## src/rtl/core/snrg_pkg.sv

```systemverilog
`timescale 1ns / 1ps
`default_nettype none

package snrg_pkg;

	localparam logic [16:0] ONE_Q16 = 17'h10000;

	localparam int CFG_IDX_W = 2;
	localparam logic [CFG_IDX_W-1:0] REG_SNR_LOW  = 2'd0;
	localparam logic [CFG_IDX_W-1:0] REG_SNR_HIGH = 2'd1;

	// 32 quotient bits, then 16 root digits, two of each per stage
	localparam int DIV_PER_STAGE  = 2;
	localparam int DIV_STAGES     = 32 / DIV_PER_STAGE;
	localparam int SQRT_PER_STAGE = 2;
	localparam int SQRT_STAGES    = 16 / SQRT_PER_STAGE;

	typedef struct packed {
		logic        between;
		logic [16:0] fixed_gain;
		logic        flag;
	} snrg_side_t;

	typedef struct packed {
		logic [23:0] rem;
		logic [23:0] den;
		logic [31:0] quo;
		snrg_side_t  side;
	} snrg_div_t;

	typedef struct packed {
		logic [17:0] rem;
		logic [15:0] root;
		logic [31:0] rad;
		snrg_side_t  side;
	} snrg_sqrt_t;

	typedef struct packed {
		logic [16:0] gain;
		logic        flag;
	} snrg_res_t;

	// restoring division; remainder stays below the divisor when it starts below it
	function automatic snrg_div_t snrg_div_step(input snrg_div_t cur);
		snrg_div_t   nxt;
		logic [24:0] t;
		nxt = cur;
		for (int i = 0; i < DIV_PER_STAGE; i++) begin
			t = {nxt.rem, 1'b0};
			if (t >= {1'b0, nxt.den}) begin
				nxt.rem = 24'(t - {1'b0, nxt.den});
				nxt.quo = {nxt.quo[30:0], 1'b1};
			end else begin
				nxt.rem = t[23:0];
				nxt.quo = {nxt.quo[30:0], 1'b0};
			end
		end
		return nxt;
	endfunction

	// digit-by-digit square root, one bit pair of the radicand per step
	function automatic snrg_sqrt_t snrg_sqrt_step(input snrg_sqrt_t cur);
		snrg_sqrt_t  nxt;
		logic [19:0] tmp;
		logic [19:0] trial;
		nxt = cur;
		for (int i = 0; i < SQRT_PER_STAGE; i++) begin
			tmp   = {nxt.rem, nxt.rad[31:30]};
			trial = {2'b00, nxt.root, 2'b01};
			if (tmp >= trial) begin
				nxt.rem  = 18'(tmp - trial);
				nxt.root = {nxt.root[14:0], 1'b1};
			end else begin
				nxt.rem  = tmp[17:0];
				nxt.root = {nxt.root[14:0], 1'b0};
			end
			nxt.rad = {nxt.rad[29:0], 2'b00};
		end
		return nxt;
	endfunction

endpackage

`default_nettype wire

```

## src/rtl/core/snrg_root_pipe.sv

```systemverilog
`timescale 1ns / 1ps
`default_nettype none

module snrg_root_pipe (
	input  wire logic                   clk,
	input  wire logic                   arst_n,
	input  wire logic                   en,
	input  wire logic                   src_valid,
	input  snrg_pkg::snrg_div_t         src,
	output logic                        dst_valid,
	output logic [15:0]                 dst_root,
	output snrg_pkg::snrg_side_t        dst_side
);
	import snrg_pkg::*;

	snrg_div_t  div_s   [1:DIV_STAGES];
	logic       div_v_s [1:DIV_STAGES];
	snrg_sqrt_t sq_s    [1:SQRT_STAGES];
	logic       sq_v_s  [1:SQRT_STAGES];

	for (genvar k = 0; k < DIV_STAGES; k++) begin : g_div
		snrg_div_t prev;
		logic      prev_v;
		snrg_div_t step;

		if (k == 0) begin : g_src
			assign prev   = src;
			assign prev_v = src_valid;
		end else begin : g_chain
			assign prev   = div_s[k];
			assign prev_v = div_v_s[k];
		end

		always_comb step = snrg_div_step(prev);

		always_ff @(posedge clk or negedge arst_n) begin
			if (!arst_n) begin
				div_v_s[k+1] <= 1'b0;
			end else if (en) begin
				div_v_s[k+1] <= prev_v;
			end
		end

		always_ff @(posedge clk) begin
			if (en) begin
				div_s[k+1] <= step;
			end
		end
	end

	for (genvar k = 0; k < SQRT_STAGES; k++) begin : g_sqrt
		snrg_sqrt_t prev;
		logic       prev_v;
		snrg_sqrt_t step;

		if (k == 0) begin : g_src
			assign prev.rem  = '0;
			assign prev.root = '0;
			assign prev.rad  = div_s[DIV_STAGES].quo;
			assign prev.side = div_s[DIV_STAGES].side;
			assign prev_v    = div_v_s[DIV_STAGES];
		end else begin : g_chain
			assign prev   = sq_s[k];
			assign prev_v = sq_v_s[k];
		end

		always_comb step = snrg_sqrt_step(prev);

		always_ff @(posedge clk or negedge arst_n) begin
			if (!arst_n) begin
				sq_v_s[k+1] <= 1'b0;
			end else if (en) begin
				sq_v_s[k+1] <= prev_v;
			end
		end

		always_ff @(posedge clk) begin
			if (en) begin
				sq_s[k+1] <= step;
			end
		end
	end

	assign dst_valid = sq_v_s[SQRT_STAGES];
	assign dst_root  = sq_s[SQRT_STAGES].root;
	assign dst_side  = sq_s[SQRT_STAGES].side;

endmodule

`default_nettype wire

```

## src/rtl/core/snr_gated_regularization_gain.sv

```systemverilog
`timescale 1ns / 1ps
`default_nettype none

// Regularization gain per Fourier-domain pixel.
// Input channel (in_valid / in_stall): one pixel, aperture_value (Q1.16) and
// snr_value (Q16.8), taken on any edge with in_valid high and in_stall low.
// Output channel (out_valid / out_stall): gain_value (Q1.16) and
// stabilize_flag, one result per pixel, in order.
// Config channel (cfg_valid / cfg_ready / cfg_index / cfg_data): index 0 is the
// low SNR threshold, index 1 the high one; other indexes are dropped.
// cfg_ready is always high. Write only while no pixel is in flight.
// Throughput: one pixel per cycle while in_stall is low; the 32-bit quotient
// (16 stages, 2 bits each) and the 16-bit root (8 stages, 2 bits each) are
// fully pipelined.
// Stall: a 2-entry output buffer absorbs results; once it is full the whole
// pipeline freezes and in_stall goes high, with no item lost or repeated.
// in_stall depends only on registered state.
// Reset clears the thresholds to zero and empties the pipeline and buffer.

module snr_gated_regularization_gain (
	input  wire logic        clk,
	input  wire logic        arst_n,
	input  wire logic        in_valid,
	output logic             in_stall,
	input  wire logic [16:0] aperture_value,
	input  wire logic [23:0] snr_value,
	output logic             out_valid,
	input  wire logic        out_stall,
	output logic [16:0]      gain_value,
	output logic             stabilize_flag,
	input  wire logic        cfg_valid,
	output logic             cfg_ready,
	input  wire logic [1:0]  cfg_index,
	input  wire logic [23:0] cfg_data
);
	import snrg_pkg::*;

	logic [23:0] lo_q;
	logic [23:0] hi_q;

	logic        en;
	logic        accept;

	logic        is_one;
	logic        ge_hi;
	logic        ge_lo;
	logic [16:0] abs_diff;
	snrg_div_t   front;

	logic        v_s1;
	snrg_div_t   data_s1;

	logic        last_v;
	logic [15:0] last_root;
	snrg_side_t  last_side;
	snrg_res_t   push_data;
	logic        push;
	logic        pop;

	logic [1:0]  cnt_q;
	snrg_res_t   slot0_q;
	snrg_res_t   slot1_q;

	// configuration
	assign cfg_ready = 1'b1;

	always_ff @(posedge clk or negedge arst_n) begin
		if (!arst_n) begin
			lo_q <= '0;
			hi_q <= '0;
		end else if (cfg_valid && cfg_ready) begin
			case (cfg_index)
				REG_SNR_LOW:  lo_q <= cfg_data;
				REG_SNR_HIGH: hi_q <= cfg_data;
				default: ;
			endcase
		end
	end

	// pipeline runs while the output buffer has room
	assign en       = (cnt_q != 2'd2);
	assign in_stall = !en;
	assign accept   = in_valid && en;

	// stage 1: classify the pixel, set up the divide
	always_comb begin
		is_one   = (aperture_value == ONE_Q16);
		ge_hi    = (snr_value >= hi_q);
		ge_lo    = (snr_value >= lo_q);
		abs_diff = (aperture_value < ONE_Q16) ? 17'(ONE_Q16 - aperture_value)
		                                      : 17'(aperture_value - ONE_Q16);
		front.rem             = 24'(snr_value - lo_q);
		front.den             = 24'(hi_q - lo_q);
		front.quo             = '0;
		front.side.between    = is_one && !ge_hi && ge_lo;
		front.side.fixed_gain = is_one ? (ge_hi ? ONE_Q16 : 17'd0) : abs_diff;
		front.side.flag       = !is_one && !ge_lo;
	end

	always_ff @(posedge clk or negedge arst_n) begin
		if (!arst_n) begin
			v_s1 <= 1'b0;
		end else if (en) begin
			v_s1 <= accept;
		end
	end

	always_ff @(posedge clk) begin
		if (en) begin
			data_s1 <= front;
		end
	end

	snrg_root_pipe u_root_pipe (
		.clk       (clk),
		.arst_n    (arst_n),
		.en        (en),
		.src_valid (v_s1),
		.src       (data_s1),
		.dst_valid (last_v),
		.dst_root  (last_root),
		.dst_side  (last_side)
	);

	assign push_data.gain = last_side.between ? {1'b0, last_root} : last_side.fixed_gain;
	assign push_data.flag = last_side.flag;

	// output buffer, two entries, slot0 is the head
	assign push = en && last_v;
	assign pop  = out_valid && !out_stall;

	always_ff @(posedge clk or negedge arst_n) begin
		if (!arst_n) begin
			cnt_q <= '0;
		end else begin
			cnt_q <= 2'(cnt_q + {1'b0, push} - {1'b0, pop});
		end
	end

	always_ff @(posedge clk) begin
		if (pop && cnt_q == 2'd2) begin
			slot0_q <= slot1_q;
		end else if (push && (cnt_q == 2'd0 || (cnt_q == 2'd1 && pop))) begin
			slot0_q <= push_data;
		end
		if (push && cnt_q == 2'd1 && !pop) begin
			slot1_q <= push_data;
		end
	end

	assign out_valid      = (cnt_q != 2'd0);
	assign gain_value     = slot0_q.gain;
	assign stabilize_flag = slot0_q.flag;

	a_cnt_range: assert property (@(posedge clk) disable iff (!arst_n)
		cnt_q != 2'd3)
		else $error("output buffer count out of range");

	a_accept_s1: assert property (@(posedge clk) disable iff (!arst_n)
		(in_valid && !in_stall) |=> v_s1)
		else $error("accepted item missing from first stage");

	a_gain_bound: assert property (@(posedge clk) disable iff (!arst_n)
		(out_valid && gain_value[16]) |-> (gain_value[15:0] == 16'd0))
		else $error("gain above one");

	a_full_pop: assert property (@(posedge clk) disable iff (!arst_n)
		(out_valid && !out_stall && cnt_q == 2'd2) |=> out_valid)
		else $error("second buffered result lost");

endmodule

`default_nettype wire

```

## config.mk

```make
export PLATFORM = sky130hd
export DESIGN_NAME = snr_gated_regularization_gain
export DESIGN_NICKNAME = d
export VERILOG_FILES = /design/src/rtl/core/snrg_pkg.sv /design/src/rtl/core/snrg_root_pipe.sv /design/src/rtl/core/snr_gated_regularization_gain.sv
export SDC_FILE = /design/constraint.sdc
export NUM_CORES = 2
export LEC_CHECK = 0
export BUFFER_PORTS_ARGS = -buffer_cell sky130_fd_sc_hd__buf_4
export CAP_MARGIN = 20
export CORE_MARGIN = 5
export CORE_UTILIZATION = 36
export CTS_CLUSTER_DIAMETER = 80
export DETAILED_ROUTE_END_ITERATION = 12
export SLEW_MARGIN = 10
export SYNTH_ARGS = -nofsm -noshare
export SYNTH_HDL_FRONTEND = slang
export SYNTH_SLANG_ARGS = --single-unit
export TNS_END_PERCENT = 10
```

## constraint.sdc

```tcl
create_clock -name clk -period 68.7 [get_ports clk]
set_clock_uncertainty 0.15 [all_clocks]
set_input_delay 13.74 -clock clk [delete_from_list [all_inputs] [get_ports clk]]
set_output_delay 13.74 -clock clk [all_outputs]
set_load 0.01 [all_outputs]
```

==> results.json <==
{
  "status": "finished clean",
  "hp-class": "reg -> reg",
  "met2_usage_pct": 30.8,
  "hold_viol": 0,
  "worst_pin_slew_ns": 1.08,
  "syn_area_sq_um": 115000,
  "crit-reg2reg-launch": "u_root_pipe.div_s[0][253]",
  "grt.busiest_layer": "met2",
  "io_buffers": 91,
  "drtIter0Drc": 4843,
  "slew_violations": 0,
  "clock_latency_ns": 0.88,
  "cts_tree": "yes",
  "setup_viol": 0,
  "synth.area.top_cells": "edfxtp_1 48%, ha_1 11%, mux2_2 5.4%, xnor2_1 4.3%, a21oi_1 3.3%",
  "grt_pass1_vias": 78344,
  "met1_usage_pct": 19.6,
  "post_dp_cell_area_sq_um": 121000,
  "startpoint": "snr_value[0]",
  "worstPathArrival_ns": 17.66,
  "core_area_sq_um": 318000,
  "yosysMostFrequentCell": "edfxtp_1",
  "synth_edf_count": 1853,
  "vias": 77967,
  "syn_to_final_growth_pct": 11.4,
  "fin_hold_ws_ns": 0.222,
  "grt_util_all_layers_pct": 16.7,
  "fin_crit_ns": 17.08,
  "post_cts_resize_count": 0,
  "layout.nets": 11406,
  "rsz0062_at_grt": "no",
  "slew-limit-headroom_pct": 28.3,
  "syn_avg_cell_area_sq_um": 11.4,
  "max_freq_mhz": 58.6,
  "start_util_pct": 36.2,
  "maxCapViolCount": 0,
  "dp_hpwl_um": 224000,
  "drt_first_pass_iters": 6,
  "use_met3_pct": 1.74,
  "cp-start-kind": "input port",
  "rr_endpoint": "u_root_pipe.div_s[0][374]",
  "synth-seq-cells": 1928,
  "tns_ns": 0,
  "drive_gt1_share_pct": 11.2,
  "antenna_found_initial": 3,
  "design_area_sq_um": 128000,
  "synth_area_leader_cell": "edfxtp_1",
  "place.gp.congestion": 0.894,
  "via_per_inst": 5.30,
  "ant_nets": 0,
  "ys.warnings.count": 0,
  "cts_buffer_depth": 4,
  "holdBufCountCts": 0,
  "ff2ff_path_depth": 23,
  "ys.flop_type": "edfxtp_1",
  "path_class": "in -> reg",
  "avgRoutedWirePerCell_um": 19.6,
  "grt_max_degree": 200,
  "synth_common_cells": "1853 x edfxtp_1, 975 x ha_1, 766 x inv_1",
  "dieArea_sq_um": 332000,
  "synthArstFlopShare_pct": 3.89,
  "required_ns": 69.28,
  "worst_slack_ns": 51.62,
  "fp.dieH_um": 576,
  "routed_wirelength_um": 288000,
  "netlist-cell-type-count": 114,
  "postCtsSetupRepairBufs": 0,
  "cp-end-kind": "flop",
  "die_w_um": 576,
  "ys_seq_area_share_pct": 49.9,
  "syn_inst": 10132,
  "period_share_pct": 24.9,
  "reg2reg_slack_ns": 60.61,
  "synth_top_area_share_pct": 48.3,
  "row_count": 207,
  "setup.worst_path.end": "data_s1[18]",
  "cts_root_buf": "clkbuf_16",
  "boundaryPins": 93,
  "htreeDepth": 4,
  "post-place-ws_ns": 50.61,
  "clk_pin_slew_ns": 0.06,
  "drc_errors": 0,
  "grt_pass1_wl_um": 443000,
  "path_max_fanout": 3,
  "cts.sinks": 1928,
  "grt_overflow": 0,
  "cts_buffers": 220
}
cell type report:
type / instances / area [sq um]
Fill cell: 29897 / 190000
Sequential cell: 1928 / 57500
Multi-Input combinational cell: 7266 / 54200
Clock buffer: 259 / 5700
Tap cell: 4180 / 5230
Inverter: 776 / 2910
Clock inverter: 151 / 1600
Timing Repair Buffer: 149 / 1210
Antenna cell: 2 / 5.00
critical path, stage by stage:
cell and delay (ns):
buf_4 0.08, inv_1 0.05, ha_1 0.22, fa_1 0.41
nand2b_1 0.16, a21boi_0 0.36, o21ai_0 0.14, a211oi_1 0.36
o21ai_0 0.20, nor2b_1 0.16, o21ai_0 0.71, a41o_1 0.34
o2111ai_1 0.11, a21oi_1 0.38, and3_1 0.22
layout by cell type (no fill, tap or decap), types with 162 or more instances in the layout:
| master | instances |
|---|---|
| a21o_1 | 346 |
| a21oi_1 | 756 |
| clkbuf_16 | 221 |
| edfxtp_1 | 1853 |
| ha_1 | 975 |
| inv_1 | 766 |
| mux2_2 | 551 |
| nand2_1 | 527 |
| nand3_1 | 189 |
| nor2_1 | 679 |
| nor3_1 | 162 |
| o21ai_0 | 498 |
| xnor2_1 | 570 |
| xor2_1 | 258 |
through the flow:
| step | instances | utilization (%) |
|---|---|---|
| finish | 14711 | 40.3 |
| global route | 14711 | 40.3 |
| CTS | 14707 | 40.3 |
| detailed placement | 14297 | 38.0 |
| global placement | 14294 | 38.0 |
| floorplan | 10134 | - |
sequential cells by signal (all words and copies together), names as in the netlist:
register and count:
u_root_pipe.g_div.prev_v 15, u_root_pipe.dst_valid 1, v_s1 1, stabilize_flag 1, u_root_pipe.sq_s 454, gain_value 17, slot1_q 18, hi_q 24
cnt_q 2, data_s1 67, lo_q 24, u_root_pipe.div_s 1296, u_root_pipe.g_sqrt.prev_v 8
worst min path at each step:
stage,from,to,slack [ns],depth (start not counted)
6_report,u_root_pipe.div_s[0][1012],u_root_pipe.div_s[0][1113],0.22,0
5_1_grt,u_root_pipe.div_s[0][1012],u_root_pipe.div_s[0][1113],0.22,0
4_1_cts,u_root_pipe.div_s[0][1012],u_root_pipe.div_s[0][1113],0.21,0
3_5_place_dp,u_root_pipe.div_s[0][904],u_root_pipe.div_s[0][1003],0.25,0
3_3_place_gp,u_root_pipe.div_s[0][1119],u_root_pipe.div_s[0][1220],0.25,0
2_1_floorplan,u_root_pipe.div_s[0][901],u_root_pipe.div_s[0][1000],0.25,0
kinds of logic (layout without fill, tap and decap cells):
logic type / count (synthesis) / count (layout) / synth area share [%]
AO/OA/AOI/OAI: 2522 / 2522 / 14.1
AND/OR/NAND/NOR: 2330 / 2330 / 9.93
flip-flops: 1928 / 1928 / 49.9
adder cells (fa/ha/maj): 993 / 993 / 10.9
buffers and inverters: 940 / 1335 / 3.13
XOR/XNOR: 828 / 828 / 6.29
multiplexers: 590 / 590 / 5.73
other: 1 / 5 / 0.00325
layer usage:
metal,share of wire [%],vias up,routed length [um]
met5,0,-,0
met4,4.5,0,13000
met3,3.2,574,9220
met2,51,1561,147000
met1,41,37674,119000
li1,-,38158,-
Power is left out: the tool's default activity adds up to more than one toggle a clock period on the data nets, which glitch-free logic cannot reach.
